**src/rtl/ring_fifo_with_peek_macros.svh**
```systemverilog
// Assertion helpers for the ring FIFO with peek.
// Define NO_ASSERTIONS to compile every check away.
`ifndef RING_FIFO_WITH_PEEK_MACROS_SVH
`define RING_FIFO_WITH_PEEK_MACROS_SVH
`ifndef NO_ASSERTIONS
// Same-cycle implication, sampled on clk, off while rst_n is low.
`define RFP_ASSERT_IMP(label, ante, cons) \
  label: assert property (@(posedge clk) disable iff (!rst_n) (ante) |-> (cons)) \
    else $error("ring fifo check failed");
// Next-cycle implication, sampled on clk, off while rst_n is low.
`define RFP_ASSERT_NXT(label, ante, cons) \
  label: assert property (@(posedge clk) disable iff (!rst_n) (ante) |=> (cons)) \
    else $error("ring fifo check failed");
`else
`define RFP_ASSERT_IMP(label, ante, cons)
`define RFP_ASSERT_NXT(label, ante, cons)
`endif
`endif

```
**src/rtl/rfp_pkg.sv**
```systemverilog
package rfp_pkg;

  localparam int ELEM_W   = 32;
  localparam int MODE_W   = 2;
  localparam int OFFSET_W = 4;
  localparam int COUNT_W  = 4;
  localparam int CAPCFG_W = 5;

  localparam int DEPTH_DEF = 16;
  localparam int CAP_RESET = 16;

  localparam logic [MODE_W-1:0] MODE_PUSH = 2'd0;
  localparam logic [MODE_W-1:0] MODE_POP  = 2'd1;
  localparam logic [MODE_W-1:0] MODE_PEEK = 2'd2;

  // Result status handed from the pointer logic to the result register.
  typedef struct packed {
    logic                ok;
    logic                rd_sel;
    logic [COUNT_W-1:0]  item_count;
    logic                is_empty;
    logic                is_full;
  } status_t;

endpackage

```
**src/rtl/rfp_in_if.sv**
```systemverilog
interface rfp_in_if;
  logic                          valid;
  logic                          ready;
  logic [rfp_pkg::MODE_W-1:0]    mode;
  logic [rfp_pkg::ELEM_W-1:0]    push_data;
  logic [rfp_pkg::OFFSET_W-1:0]  peek_offset;

  modport source (output valid, mode, push_data, peek_offset, input ready);
  modport sink   (input valid, mode, push_data, peek_offset, output ready);
endinterface

```
**src/rtl/rfp_out_if.sv**
```systemverilog
interface rfp_out_if;
  logic                         valid;
  logic                         ready;
  logic                         ok;
  logic [rfp_pkg::ELEM_W-1:0]   out_data;
  logic [rfp_pkg::COUNT_W-1:0]  item_count;
  logic                         is_empty;
  logic                         is_full;

  modport source (output valid, ok, out_data, item_count, is_empty, is_full, input ready);
  modport sink   (input valid, ok, out_data, item_count, is_empty, is_full, output ready);
endinterface

```
**src/rtl/rfp_mem.sv**
```systemverilog
module rfp_mem #(
  parameter int DEPTH = rfp_pkg::DEPTH_DEF,
  parameter int W     = rfp_pkg::ELEM_W
) (
  input  logic                     clk,
  input  logic                     wr_en,
  input  logic [$clog2(DEPTH)-1:0] wr_addr,
  input  logic [W-1:0]             wr_data,
  input  logic                     rd_en,
  input  logic [$clog2(DEPTH)-1:0] rd_addr,
  output logic [W-1:0]             rd_data
);

  logic [W-1:0] store_r [DEPTH];
  logic [W-1:0] rd_data_r;

  always_ff @(posedge clk) begin
    if (wr_en) begin
      store_r[wr_addr] <= wr_data;
    end
  end

  // Read data is registered and holds while no read is issued.
  always_ff @(posedge clk) begin
    if (rd_en) begin
      rd_data_r <= store_r[rd_addr];
    end
  end

  assign rd_data = rd_data_r;

endmodule

```
**src/rtl/rfp_ctrl.sv**
```systemverilog
`include "ring_fifo_with_peek_macros.svh"

module rfp_ctrl #(
  parameter int DEPTH = rfp_pkg::DEPTH_DEF
) (
  input  logic                             clk,
  input  logic                             rst_n,
  input  logic                             accept,
  input  logic [rfp_pkg::MODE_W-1:0]       mode,
  input  logic [rfp_pkg::OFFSET_W-1:0]     peek_offset,
  input  logic                             cfg_we,
  input  logic [rfp_pkg::CAPCFG_W-1:0]     cfg_wdata,
  output rfp_pkg::status_t                 status,
  output logic                             mem_we,
  output logic [$clog2(DEPTH)-1:0]         mem_waddr,
  output logic                             mem_re,
  output logic [$clog2(DEPTH)-1:0]         mem_raddr
);

  localparam int PTR_W = $clog2(DEPTH);
  localparam int CAP_W = $clog2(DEPTH + 1);
  localparam int W     = CAP_W + 1;
  localparam int CAP_RST = (DEPTH < rfp_pkg::CAP_RESET) ? DEPTH : rfp_pkg::CAP_RESET;

  logic [PTR_W-1:0] wp_r, wp_nxt;
  logic [PTR_W-1:0] rp_r, rp_nxt;
  logic [CAP_W-1:0] cap_r, cap_nxt;

  logic [W-1:0] wp_e, rp_e, cap_e, off_e;
  logic [W-1:0] wp_inc, rp_inc, wp_wrap, rp_wrap;
  logic [W-1:0] count, cnt_after, peek_idx;
  logic         empty_now, full_now;
  logic         push_ok, pop_ok, peek_ok;
  logic [CAP_W-1:0] cap_cfg;

  assign wp_e  = W'(wp_r);
  assign rp_e  = W'(rp_r);
  assign cap_e = W'(cap_r);
  assign off_e = W'(peek_offset);

  assign wp_inc  = wp_e + 1'b1;
  assign rp_inc  = rp_e + 1'b1;
  assign wp_wrap = (wp_inc == cap_e) ? '0 : wp_inc;
  assign rp_wrap = (rp_inc == cap_e) ? '0 : rp_inc;

  assign count     = (wp_e >= rp_e) ? (wp_e - rp_e) : (wp_e + cap_e - rp_e);
  assign empty_now = (wp_e == rp_e);
  assign full_now  = (wp_wrap == rp_e);

  // The offset only matters when it is below the count, so the truncation
  // into W bits never changes a used index.
  assign peek_idx = (wp_e > off_e) ? (wp_e - 1'b1 - off_e)
                                   : (wp_e + cap_e - 1'b1 - off_e);

  always_comb begin
    push_ok = 1'b0;
    pop_ok  = 1'b0;
    peek_ok = 1'b0;
    case (mode)
      rfp_pkg::MODE_PUSH: push_ok = !full_now;
      rfp_pkg::MODE_POP:  pop_ok  = !empty_now;
      rfp_pkg::MODE_PEEK: peek_ok = (32'(peek_offset) < 32'(count));
      default: ;
    endcase
  end

  assign cnt_after = push_ok ? (count + 1'b1) : (pop_ok ? (count - 1'b1) : count);

  assign status.ok         = push_ok | pop_ok | peek_ok;
  assign status.rd_sel     = pop_ok | peek_ok;
  assign status.item_count = rfp_pkg::COUNT_W'(cnt_after);
  assign status.is_empty   = (cnt_after == '0);
  assign status.is_full    = (cnt_after == (cap_e - 1'b1));

  assign mem_we    = accept & push_ok;
  assign mem_waddr = wp_r;
  assign mem_re    = accept;
  assign mem_raddr = (mode == rfp_pkg::MODE_POP) ? rp_r : PTR_W'(peek_idx);

  // Capacity is clamped to 2..DEPTH on the way in.
  always_comb begin
    if (cfg_wdata < 5'd2) begin
      cap_cfg = CAP_W'(2);
    end else if (32'(cfg_wdata) > 32'(DEPTH)) begin
      cap_cfg = CAP_W'(DEPTH);
    end else begin
      cap_cfg = CAP_W'(cfg_wdata);
    end
  end

  always_comb begin
    wp_nxt  = wp_r;
    rp_nxt  = rp_r;
    cap_nxt = cap_r;
    if (cfg_we && empty_now) begin
      cap_nxt = cap_cfg;
      wp_nxt  = '0;
      rp_nxt  = '0;
    end else if (accept) begin
      if (push_ok) begin
        wp_nxt = PTR_W'(wp_wrap);
      end
      if (pop_ok) begin
        rp_nxt = PTR_W'(rp_wrap);
      end
    end
  end

  always_ff @(posedge clk) begin
    if (!rst_n) begin
      wp_r  <= '0;
      rp_r  <= '0;
      cap_r <= CAP_W'(CAP_RST);
    end else begin
      wp_r  <= wp_nxt;
      rp_r  <= rp_nxt;
      cap_r <= cap_nxt;
    end
  end

  `RFP_ASSERT_IMP(a_ptr_range, 1'b1, (wp_e < cap_e) && (rp_e < cap_e))
  `RFP_ASSERT_IMP(a_flags_apart, 1'b1, !(status.is_empty && status.is_full))
  `RFP_ASSERT_NXT(a_push_grows, accept && push_ok && !cfg_we, count == $past(count) + 1'b1)
  `RFP_ASSERT_NXT(a_reject_keeps, accept && !status.ok && !cfg_we, $stable(wp_r) && $stable(rp_r))

endmodule

```
**src/rtl/ring_fifo_with_peek.sv**
```systemverilog
// Ring FIFO with peek.
// Input channel in_ch carries one operation per beat: mode selects push, pop
// or peek, push_data is the element for a push and peek_offset counts back
// from the newest element (zero is the newest). Result channel out_ch returns
// exactly one beat per operation with ok, out_data (zero unless a pop or peek
// succeeded), and the count, empty and full status after the operation.
// The cfg_we / cfg_wdata port sets the wrap capacity, clamped to 2..DEPTH; a
// write takes effect only while the buffer is empty and also rewinds both
// pointers. At most capacity minus one elements are held.
// A result is valid the cycle after its operation is accepted. Throughput
// is one operation per cycle while results are taken, set by the single
// increment-and-wrap pointer update and the one registered read of the store.
// If the receiver stalls, the result register holds its beat and in_ch.ready
// drops only until that beat is taken; a new beat is accepted in the same
// cycle the old result leaves. Reset (rst_n low, synchronous) empties the
// buffer and sets the capacity to 16 (or DEPTH if smaller); the store itself
// is not cleared.
module ring_fifo_with_peek #(
  parameter int DEPTH = rfp_pkg::DEPTH_DEF
) (
  input  logic                           clk,
  input  logic                           rst_n,
  rfp_in_if.sink                         in_ch,
  rfp_out_if.source                      out_ch,
  input  logic                           cfg_we,
  input  logic [rfp_pkg::CAPCFG_W-1:0]   cfg_wdata
);

  localparam int PTR_W = $clog2(DEPTH);

  logic                        accept;
  rfp_pkg::status_t            status;
  rfp_pkg::status_t            status_r, status_nxt;
  logic                        out_valid_r, out_valid_nxt;
  logic                        mem_we, mem_re;
  logic [PTR_W-1:0]            mem_waddr, mem_raddr;
  logic [rfp_pkg::ELEM_W-1:0]  rd_data;

  // The result register is the only buffer between the two sides, so a new
  // beat may enter whenever that register is empty or is being drained.
  assign in_ch.ready = !out_valid_r || out_ch.ready;
  assign accept      = in_ch.valid && in_ch.ready;

  rfp_ctrl #(
    .DEPTH (DEPTH)
  ) u_ctrl (
    .clk         (clk),
    .rst_n       (rst_n),
    .accept      (accept),
    .mode        (in_ch.mode),
    .peek_offset (in_ch.peek_offset),
    .cfg_we      (cfg_we),
    .cfg_wdata   (cfg_wdata),
    .status      (status),
    .mem_we      (mem_we),
    .mem_waddr   (mem_waddr),
    .mem_re      (mem_re),
    .mem_raddr   (mem_raddr)
  );

  // The store read is registered on the same edge as the status, so its
  // output lines up with the result register and holds while stalled.
  rfp_mem #(
    .DEPTH (DEPTH),
    .W     (rfp_pkg::ELEM_W)
  ) u_mem (
    .clk     (clk),
    .wr_en   (mem_we),
    .wr_addr (mem_waddr),
    .wr_data (in_ch.push_data),
    .rd_en   (mem_re),
    .rd_addr (mem_raddr),
    .rd_data (rd_data)
  );

  always_comb begin
    out_valid_nxt = out_valid_r;
    status_nxt    = status_r;
    if (accept) begin
      out_valid_nxt = 1'b1;
      status_nxt    = status;
    end else if (out_ch.ready) begin
      out_valid_nxt = 1'b0;
    end
  end

  always_ff @(posedge clk) begin
    if (!rst_n) begin
      out_valid_r <= 1'b0;
    end else begin
      out_valid_r <= out_valid_nxt;
    end
  end

  // Status is payload and needs no reset.
  always_ff @(posedge clk) begin
    status_r <= status_nxt;
  end

  assign out_ch.valid      = out_valid_r;
  assign out_ch.ok         = status_r.ok;
  assign out_ch.out_data   = status_r.rd_sel ? rd_data : '0;
  assign out_ch.item_count = status_r.item_count;
  assign out_ch.is_empty   = status_r.is_empty;
  assign out_ch.is_full    = status_r.is_full;

endmodule

```
**src/flat_wrapper.sv**
```systemverilog
// flat-port wrapper written by rule: the top's interface ports become plain ports
module ring_fifo_with_peek_flat 
#(
  parameter int DEPTH = rfp_pkg::DEPTH_DEF
)
  (clk, rst_n, cfg_we, cfg_wdata, in_ch_valid, in_ch_mode, in_ch_push_data, in_ch_peek_offset, in_ch_ready, out_ch_valid, out_ch_ok, out_ch_out_data, out_ch_item_count, out_ch_is_empty, out_ch_is_full, out_ch_ready);
  rfp_in_if in_ch_i ();
  rfp_out_if out_ch_i ();
  input  logic clk;
  input  logic rst_n;
  input  logic cfg_we;
  input  logic [rfp_pkg::CAPCFG_W-1:0] cfg_wdata;
  input wire logic [$bits(in_ch_i.valid)-1:0] in_ch_valid;
  input wire logic [$bits(in_ch_i.mode)-1:0] in_ch_mode;
  input wire logic [$bits(in_ch_i.push_data)-1:0] in_ch_push_data;
  input wire logic [$bits(in_ch_i.peek_offset)-1:0] in_ch_peek_offset;
  output wire logic [$bits(in_ch_i.ready)-1:0] in_ch_ready;
  output wire logic [$bits(out_ch_i.valid)-1:0] out_ch_valid;
  output wire logic [$bits(out_ch_i.ok)-1:0] out_ch_ok;
  output wire logic [$bits(out_ch_i.out_data)-1:0] out_ch_out_data;
  output wire logic [$bits(out_ch_i.item_count)-1:0] out_ch_item_count;
  output wire logic [$bits(out_ch_i.is_empty)-1:0] out_ch_is_empty;
  output wire logic [$bits(out_ch_i.is_full)-1:0] out_ch_is_full;
  input wire logic [$bits(out_ch_i.ready)-1:0] out_ch_ready;
  assign in_ch_i.valid = in_ch_valid;
  assign in_ch_i.mode = in_ch_mode;
  assign in_ch_i.push_data = in_ch_push_data;
  assign in_ch_i.peek_offset = in_ch_peek_offset;
  assign in_ch_ready = in_ch_i.ready;
  assign out_ch_valid = out_ch_i.valid;
  assign out_ch_ok = out_ch_i.ok;
  assign out_ch_out_data = out_ch_i.out_data;
  assign out_ch_item_count = out_ch_i.item_count;
  assign out_ch_is_empty = out_ch_i.is_empty;
  assign out_ch_is_full = out_ch_i.is_full;
  assign out_ch_i.ready = out_ch_ready;
  ring_fifo_with_peek #(.DEPTH(DEPTH)) u_core (.clk(clk), .rst_n(rst_n), .in_ch(in_ch_i), .out_ch(out_ch_i), .cfg_we(cfg_we), .cfg_wdata(cfg_wdata));
endmodule
```
**config.mk**
```make
export PLATFORM = sky130hd
export DESIGN_NAME = ring_fifo_with_peek_flat
export DESIGN_NICKNAME = d
export VERILOG_FILES = /design/src/rtl/rfp_pkg.sv /design/src/rtl/rfp_in_if.sv /design/src/rtl/rfp_out_if.sv /design/src/rtl/rfp_mem.sv /design/src/rtl/rfp_ctrl.sv /design/src/rtl/ring_fifo_with_peek.sv /design/src/flat_wrapper.sv
export VERILOG_INCLUDE_DIRS = /design/src /design/src/rtl
export SDC_FILE = /design/constraint.sdc
export NUM_CORES = 1
export LEC_CHECK = 0
export ABC_CLOCK_PERIOD_IN_PS = 6300
export BUFFER_PORTS_ARGS = -buffer_cell sky130_fd_sc_hd__buf_2
export CAP_MARGIN = 20
export CORE_UTILIZATION = 56
export DETAILED_ROUTE_END_ITERATION = 8
export PLACE_DENSITY = 0.82
export SLEW_MARGIN = 40
export SYNTH_ARGS = -nofsm -noshare
export SYNTH_HDL_FRONTEND = slang
export SYNTH_HIERARCHICAL = 1
export SYNTH_SLANG_ARGS = --single-unit
```
**constraint.sdc**
```tcl
create_clock -name clk -period 6.3 [get_ports clk]
set_clock_uncertainty 0.1 [all_clocks]
set_input_delay 0.63 -clock clk [delete_from_list [all_inputs] [get_ports clk]]
set_output_delay 0.63 -clock clk [all_outputs]
set_load 0.05 [all_outputs]
```
==> results of run 1 <==
final cells by class:
cell class / count / area, sq um / share of cell area [%]
Clock buffer: 63 / 1406 / 5.345
Inverter: 24 / 90.09 / 0.3424
Timing Repair Buffer: 129 / 958.4 / 3.643
Tap cell: 532 / 665.6 / 2.530
Multi-Input combinational cell: 548 / 6010 / 22.84
Sequential cell: 566 / 16860 / 64.07
Clock inverter: 40 / 322.8 / 1.227
sequential cells by signal (all words and copies together) (netlist names):
register,flops
u_core/out_ch.item_count,4
u_core/status_r,1
u_core/out_ch.ok,1
u_core/u_ctrl/mem_waddr,4
u_core/u_mem/store_r,512
u_core/out_ch.valid,1
u_core/out_ch.is_full,1
u_core/u_mem/rd_data,32
u_core/u_ctrl/rp_r,4
u_core/out_ch.is_empty,1
u_core/u_ctrl/cap_r,5
Yosys cell counts, drive strengths merged, types with 4 or more instances:
library cell	instances	share of area [%]
and2	35	1.1
buf	36	1.0
a211oi	4	0.18
edfxtp	552	72
fa	5	0.43
nor3b	7	0.23
nor2	40	0.65
mux2i	4	0.17
a31oi	6	0.16
nand2	46	0.75
ha	27	1.5
nand3	9	0.19
a21oi	28	0.61
o21ai	23	0.50
nor3	12	0.28
xnor2	23	0.87
a22oi	64	2.1
nor2b	12	0.32
inv	24	0.39
nand2b	11	0.33
a21o	4	0.13
clkbuf	28	0.47
dfxtp	14	1.2
xor2	11	0.42
mux4	128	12
nand3b	4	0.13
nand4	4	0.11
critical path, stage by stage, from the launching register on:
cell and delay (ps):
dfxtp_1 800, ha_1 430, nor2b_1 100, or4_4 500
a311oi_4 470, or4_4 250, and2_4 210, nand2_1 150
inv_1 220, nand3_1 330, nor2_4 650, buf_4 480
kinds of logic after synthesis:
group                    Yosys count  share of synthesized area, %
XOR/XNOR                          35                         1.384
adder cells (fa/ha/maj)           32                         1.892
buffers and inverters             88                         1.876
multiplexers                     135                         12.78
AO/OA/AOI/OAI                    146                         4.450
AND/OR/NAND/NOR                  200                         4.780
flip-flops                       566                         72.84
worst max path at each step:
stage,slack [ps],to
5_1_grt,1060,u_core/u_mem/store_r[13][26]
6_report,1250,u_core/u_mem/store_r[13][24]
2_1_floorplan,390,u_core/u_mem/store_r[0][0]
3_3_place_gp,1340,u_core/u_mem/store_r[1][14]
4_1_cts,1130,u_core/u_mem/store_r[10][2]
3_5_place_dp,1190,u_core/u_mem/store_r[10][7]
power by group through the flow:
stage	registers [W]	clock network, W	logic, W
final	0.00422	0.00316	0.000800
after global routing	0.00422	0.00334	0.000854
after floorplan	0.00429	0	0.000545
after detailed placement	0.00430	0	0.000793
after CTS	0.00422	0.00321	0.000805
after global placement	0.00430	0	0.000744
metal layers:
layer	wire [um]	share of wire, %	global-route usage [%]
met1	19870	39	34.11
met2	25570	50	41.31
met3	4219	8.2	4.672
met4	1745	3.4	11.27
met5	0	0	0.2381
metrics by stage:
stage | total power (W) | setup WS, ps | hold slack [ps]
final | 0.008177 | 1253 | 161.2
after global routing | 0.008415 | 1061 | 155.4
after CTS | 0.008233 | 1134 | 130.5
after detailed placement | 0.005090 | 1193 | 417.0
after global placement | 0.005044 | 1345 | 400.5
after floorplan | 0.004833 | 389.9 | 431.6
==> results.sh, run 1 <==
export IMPL_status="finished, final reports clean"
export IMPL_cts_buffer_depth=3
export IMPL_finalCriticalPeriod_ps=5047
export IMPL_syn_area_sq_um=23140
export IMPL_power_frac_clock_pct=38.6
export IMPL_worstHoldEndpoint="u_core/u_ctrl/cap_r[4]"
export IMPL_seq_area_frac_synth_pct=72.84
export IMPL_max_cap_violations=0
export IMPL_switching_share_pct=23.42
export IMPL_final_core_util_pct=64.44
export IMPL_startpoint_type="flip-flop"
export IMPL_min_delay_start="rst_n"
export IMPL_p_switching_w=0.001915
export IMPL_fin_area_sq_um=26310
export IMPL_synthesis_nets=1282
export IMPL_ys_ff_latch=566
export IMPL_r2r_cells=11
export IMPL_holdCritPathClass="in -> reg"
export IMPL_crit_required_ps=6470
export IMPL_power_frac_comb_pct=9.8
export IMPL_io_buffers=88
export IMPL_antennaDiodeCount=0
export IMPL_clk_pin_slew_ps=60
export IMPL_grt_overflow_total=0
export IMPL_layoutNonFillerInstCount=1902
export IMPL_async_reset_ff_share_pct=0
export IMPL_cts_resized=0
export IMPL_crit_start="u_core/u_ctrl/mem_waddr[0]"
export IMPL_r2r_end="u_core/u_mem/store_r[13][24]"
export IMPL_grt_first_pass_wirelength_mm=77.56
export IMPL_via_per_inst=6.365
export IMPL_worstHoldPathCells=2
export IMPL_p_per_area_nw_per_um2=310.8
export IMPL_relSlewSlack_pct=48.20
export IMPL_crit_fanout=19
export IMPL_initial_core_util_pct=56.67
export IMPL_hold_buffers=0
export IMPL_ctsRootBufferMaster="clkbuf_16"
export IMPL_dp_cells=1797
export IMPL_place_area_sq_um=24540
export IMPL_core_area_sq_um=40830
export IMPL_finalSetupViolCount=0
export IMPL_critPathKind="reg -> reg"
export IMPL_final_cell_mix="552 x edfxtp_1, 128 x mux4_2, 88 x buf_2"
export IMPL_gp_congestion=0.8215
export IMPL_fmax_mhz=198.1
export IMPL_slew_viol_final=0
export IMPL_vias=12110
export IMPL_area_growth_synth_to_final_pct=13.70
export IMPL_fillers=2658
export IMPL_wl_mm=51.40
export IMPL_final_hold_viol_count=0
export IMPL_tritoncts="yes"
export IMPL_layout_drive_gt1_share_pct=30.22
export IMPL_post_cts_buffers=0
export IMPL_ir_worst_vdd_uv=289.3
export IMPL_die_width_um=205.3
export IMPL_synth_distinct_cells=64
export IMPL_timing_setup_tns_ps=0
export IMPL_numCtsBuffers=55
export IMPL_yosys_most_used_dff="edfxtp_1"
export IMPL_leakagePower_nw=8.686
export IMPL_grt_setup_unrepaired="false"
export IMPL_synthCells=1202
export IMPL_worstSetupEndpointType="flip-flop"
export IMPL_r2r_start="u_core/u_ctrl/mem_waddr[0]"
export IMPL_arrival_ps=5220
export IMPL_wl_per_cell_um=27.02
export IMPL_die_area_sq_um=42140
export IMPL_post_dp_hpwl_mm=29.34
export IMPL_clk_latency_ps=620
export IMPL_first_global_vias=12460
export IMPL_die_height_um=205.3
export IMPL_synth_edf_count=552
export IMPL_cts_htree_levels=2
export IMPL_antenna_found_initial=1
export IMPL_ff2ff_setup_slack_ps=1250
export IMPL_layout_commonest_cell="edfxtp_1"
export IMPL_drc=0
export IMPL_avgSynthCellArea_sq_um=19.25
export IMPL_placementRows=74
export IMPL_drt_iter0_markers=1130
export IMPL_power_frac_seq_pct=51.6
export IMPL_fin_crit_sh_pct=80.11
export IMPL_finalNetCount=1404
export IMPL_io_pins=89
export IMPL_p_int_w=0.006262
export IMPL_ys_warn_count=6
export IMPL_grt_use_total_pct=25.51
export IMPL_clock_sinks=566
export IMPL_tightest_slew_ps=771.8
export IMPL_firstDrtPassIters=5
export IMPL_grt_start_max_net_pins=65
export IMPL_drtAntennaViolNets=0
No activity file was read; power rests on OpenSTA's default activity.
==> run 2, diff against run 1 <==
ABC_AREA = 1   (was unset)
ABC_CLOCK_PERIOD_IN_PS = 4100   (was 6300)
clock period = 4.1 ns   (was 6.3 ns; I/O delays follow)
==> run 2 against run 1 <==
  * Global-route usage rose by 1.9 points
  * Synthesized cell count rose by 120%
  * Non-clock buffer count rose by 34
  * Fmax rose by 30%
  * Critical path depth rose by 3
  * Sequential share of layout area fell by 6.5 points
  * Synthesized area rose by 13%
  * Critical endpoint is now u_core/u_mem/rd_data[11]
==> results.sh, run 2 <==
export IMPL_status="finished, final reports clean"
export IMPL_wl_mm=64.10
export IMPL_vias=18770
export IMPL_met3_usage_pct=4.231
export IMPL_syn_area_sq_um=26190
export IMPL_crit_fanout=138
export IMPL_grt_use_total_pct=27.44
export IMPL_max_flop_register="u_core/u_mem/store_r"
export IMPL_drc=0
export IMPL_finalSetupViolCount=0
export IMPL_grt_start_max_net_pins=139
export IMPL_ys_ff_latch=566
export IMPL_numCtsBuffers=53
export IMPL_core_area_sq_um=45770
export IMPL_path_depth=14
export IMPL_clk_pin_slew_ps=60
export IMPL_gp_congestion=0.9114
export IMPL_io_buffers=88
export IMPL_critPathTopFamily="buffers and inverters"
export IMPL_ys_warn_count=6
export IMPL_synth_edf_count=552
export IMPL_slowest_delay_ps=680
export IMPL_yosysTopAreaCell="edfxtp_1"
export IMPL_synthCells=2625
export IMPL_holdCritPathClass="in -> reg"
export IMPL_drt_iter0_markers=2231
export IMPL_async_reset_ff_share_pct=0
export IMPL_crit_chain="ha_1, nand2_1, o21ai_0, o31ai_2, inv_1, o21ai_0, o21ai_4, buf_12, buf_4, nand2_1, nand3_1, nand3_1, nand3_1, nand2_1"
export IMPL_grt_first_pass_wirelength_mm=100.1
export IMPL_leakagePower_nw=12.97
export IMPL_use_met2_pct=46.63
export IMPL_yosys_most_used_dff="edfxtp_1"
export IMPL_worstSetupEndpointType="flip-flop"
export IMPL_relSlewSlack_pct=48.50
export IMPL_layout_drive_gt1_share_pct=10.04
export IMPL_antenna_found_initial=1
export IMPL_layout_commonest_cell="nand2_1"
export IMPL_clk_latency_ps=610
export IMPL_drtAntennaViolNets=0
export IMPL_yosysTopAreaCellShare_pct=63.28
export IMPL_crit_required_ps=4350
export IMPL_largest_reg_flops=512
export IMPL_gr_usage_met1_pct=34.67
export IMPL_final_hold_viol_count=0
export IMPL_initial_core_util_pct=57.22
export IMPL_fin_crit_sh_pct=94.36
export IMPL_first_global_vias=18740
export IMPL_top_usage_layer="met2"
export IMPL_dp_slack_ps=284.8
export IMPL_synth_commonest_cells="819 x nand2_1, 552 x edfxtp_1, 485 x inv_1, 440 x nand3_1, 43 x buf_2"
export IMPL_ys_top_cells_by_area="edfxtp_1 63%, nand2_1 12%, nand3_1 8.4%"
export IMPL_synth_most_common_cell="nand2_1"
export IMPL_p_per_area_nw_per_um2=470.9
export IMPL_ctsRootBufferMaster="clkbuf_16"
export IMPL_cp_slowest_cell="dfxtp_1"
export IMPL_wl_per_cell_um=19.01
export IMPL_grt_overflow_total=0
export IMPL_io_pins=89
export IMPL_die_area_sq_um=47640
export IMPL_max_cap_violations=0
export IMPL_placementRows=78
export IMPL_finalWorstSetupSlack_ps=231.1
export IMPL_cp_buffers_inverters=3
export IMPL_die_width_um=218.3
export IMPL_fmax_mhz=258.5
export IMPL_area_growth_synth_to_final_pct=11.81
export IMPL_post_dp_hpwl_mm=36.98
export IMPL_slew_viol_final=0
export IMPL_final_cell_mix="819 x nand2_1, 552 x edfxtp_1, 484 x inv_1"
export IMPL_synthesis_nets=2705
export IMPL_finalCriticalPeriod_ps=3869
export IMPL_synth_distinct_cells=40
export IMPL_clock_sinks=566
export IMPL_r2r_cells=14
export IMPL_avgSynthCellArea_sq_um=9.978
export IMPL_critPathKind="reg -> reg"
export IMPL_via_per_inst=5.567
export IMPL_ir_worst_vdd_uv=317.1
export IMPL_cts_buffer_depth=3
export IMPL_cts_htree_levels=2
export IMPL_timing_setup_tns_ps=0
export IMPL_worstHoldPathCells=1
export IMPL_arrival_ps=4120
export IMPL_tightest_slew_ps=772.5
export IMPL_final_core_util_pct=63.99
export IMPL_grt_setup_unrepaired="false"
export IMPL_firstDrtPassIters=8
export IMPL_die_height_um=218.3
export IMPL_seq_area_frac_synth_pct=64.35
export IMPL_finalNetCount=2806
export IMPL_startpoint_type="flip-flop"
export IMPL_tritoncts="yes"
[run 2: metrics by stage]
stage,area [sq um],hold slack (ps),total power (W),std cells
after global routing,29280,64.18,0.01430,3370
after detailed placement,27530,428.1,0.009092,3263
final,29290,67.79,0.01379,3371
after global placement,27490,407.4,0.009016,3260
after CTS,29270,47.13,0.01382,3368
after floorplan,26190,370.2,0.008425,2625
[run 2: layer usage]
metal,vias up,part of all wire (%)
met5,-,0
met4,0,4.1
met3,210,8.4
met2,1014,50
met1,8864,38
li1,8680,-
[run 2: timing repair]
item / in CTS / in global routing
hold endpoints to repair: 6 / 0
hold buffers: 7 / 0
resized for setup: 0 / 0
endpoints found under the setup margin: 0 / 38
setup buffers: 0 / 1
[run 2: area by class of cell]
| cell class | count | area (sq um) |
|---|---|---|
| flip-flops and latches | 566 | 16860 |
| clock inverters | 23 | 207.7 |
| inverters | 490 | 1847 |
| multi-input cells | 1452 | 6862 |
| fillers | 3310 | 16480 |
| clock buffers | 75 | 1460 |
| repair buffers | 163 | 1299 |
| well taps | 600 | 750.7 |
| diodes | 2 | 5.005 |
[run 2: cells by family (layout without fill, tap and decap cells)]
kind of cell,after synthesis,count (layout),synth area share [%]
and+or+nand+nor,1345,1345,22.02
buffers and inverters,607,751,10.14
DFF,566,566,64.35
AOI/OAI and AO/OA,54,54,1.108
adders and majority gates,32,32,1.672
xor gates and xnor gates,21,21,0.7022
other,0,2,0
[run 2: report_power, final]
| part | switching [W] | leakage, nW | total (W) | internal [W] |
|---|---|---|---|---|
| Clock | 0.00208 | 0.821 | 0.00476 | 0.00267 |
| Sequential | 0.0000459 | 5.11 | 0.00654 | 0.00650 |
| Combinational | 0.00175 | 7.04 | 0.00249 | 0.000740 |
[run 2: path summary, 6_finish.rpt]
kind	from	endpoint	slack, ps
max	u_core/u_ctrl/mem_waddr[2]	u_core/u_mem/rd_data[11]	230
min	in_ch_push_data[8]	u_core/u_mem/store_r[10][8]	70
max reg2reg	u_core/u_ctrl/mem_waddr[2]	u_core/u_mem/rd_data[11]	230
min reg2reg	u_core/u_ctrl/rp_r[3]	u_core/u_ctrl/rp_r[3]	460
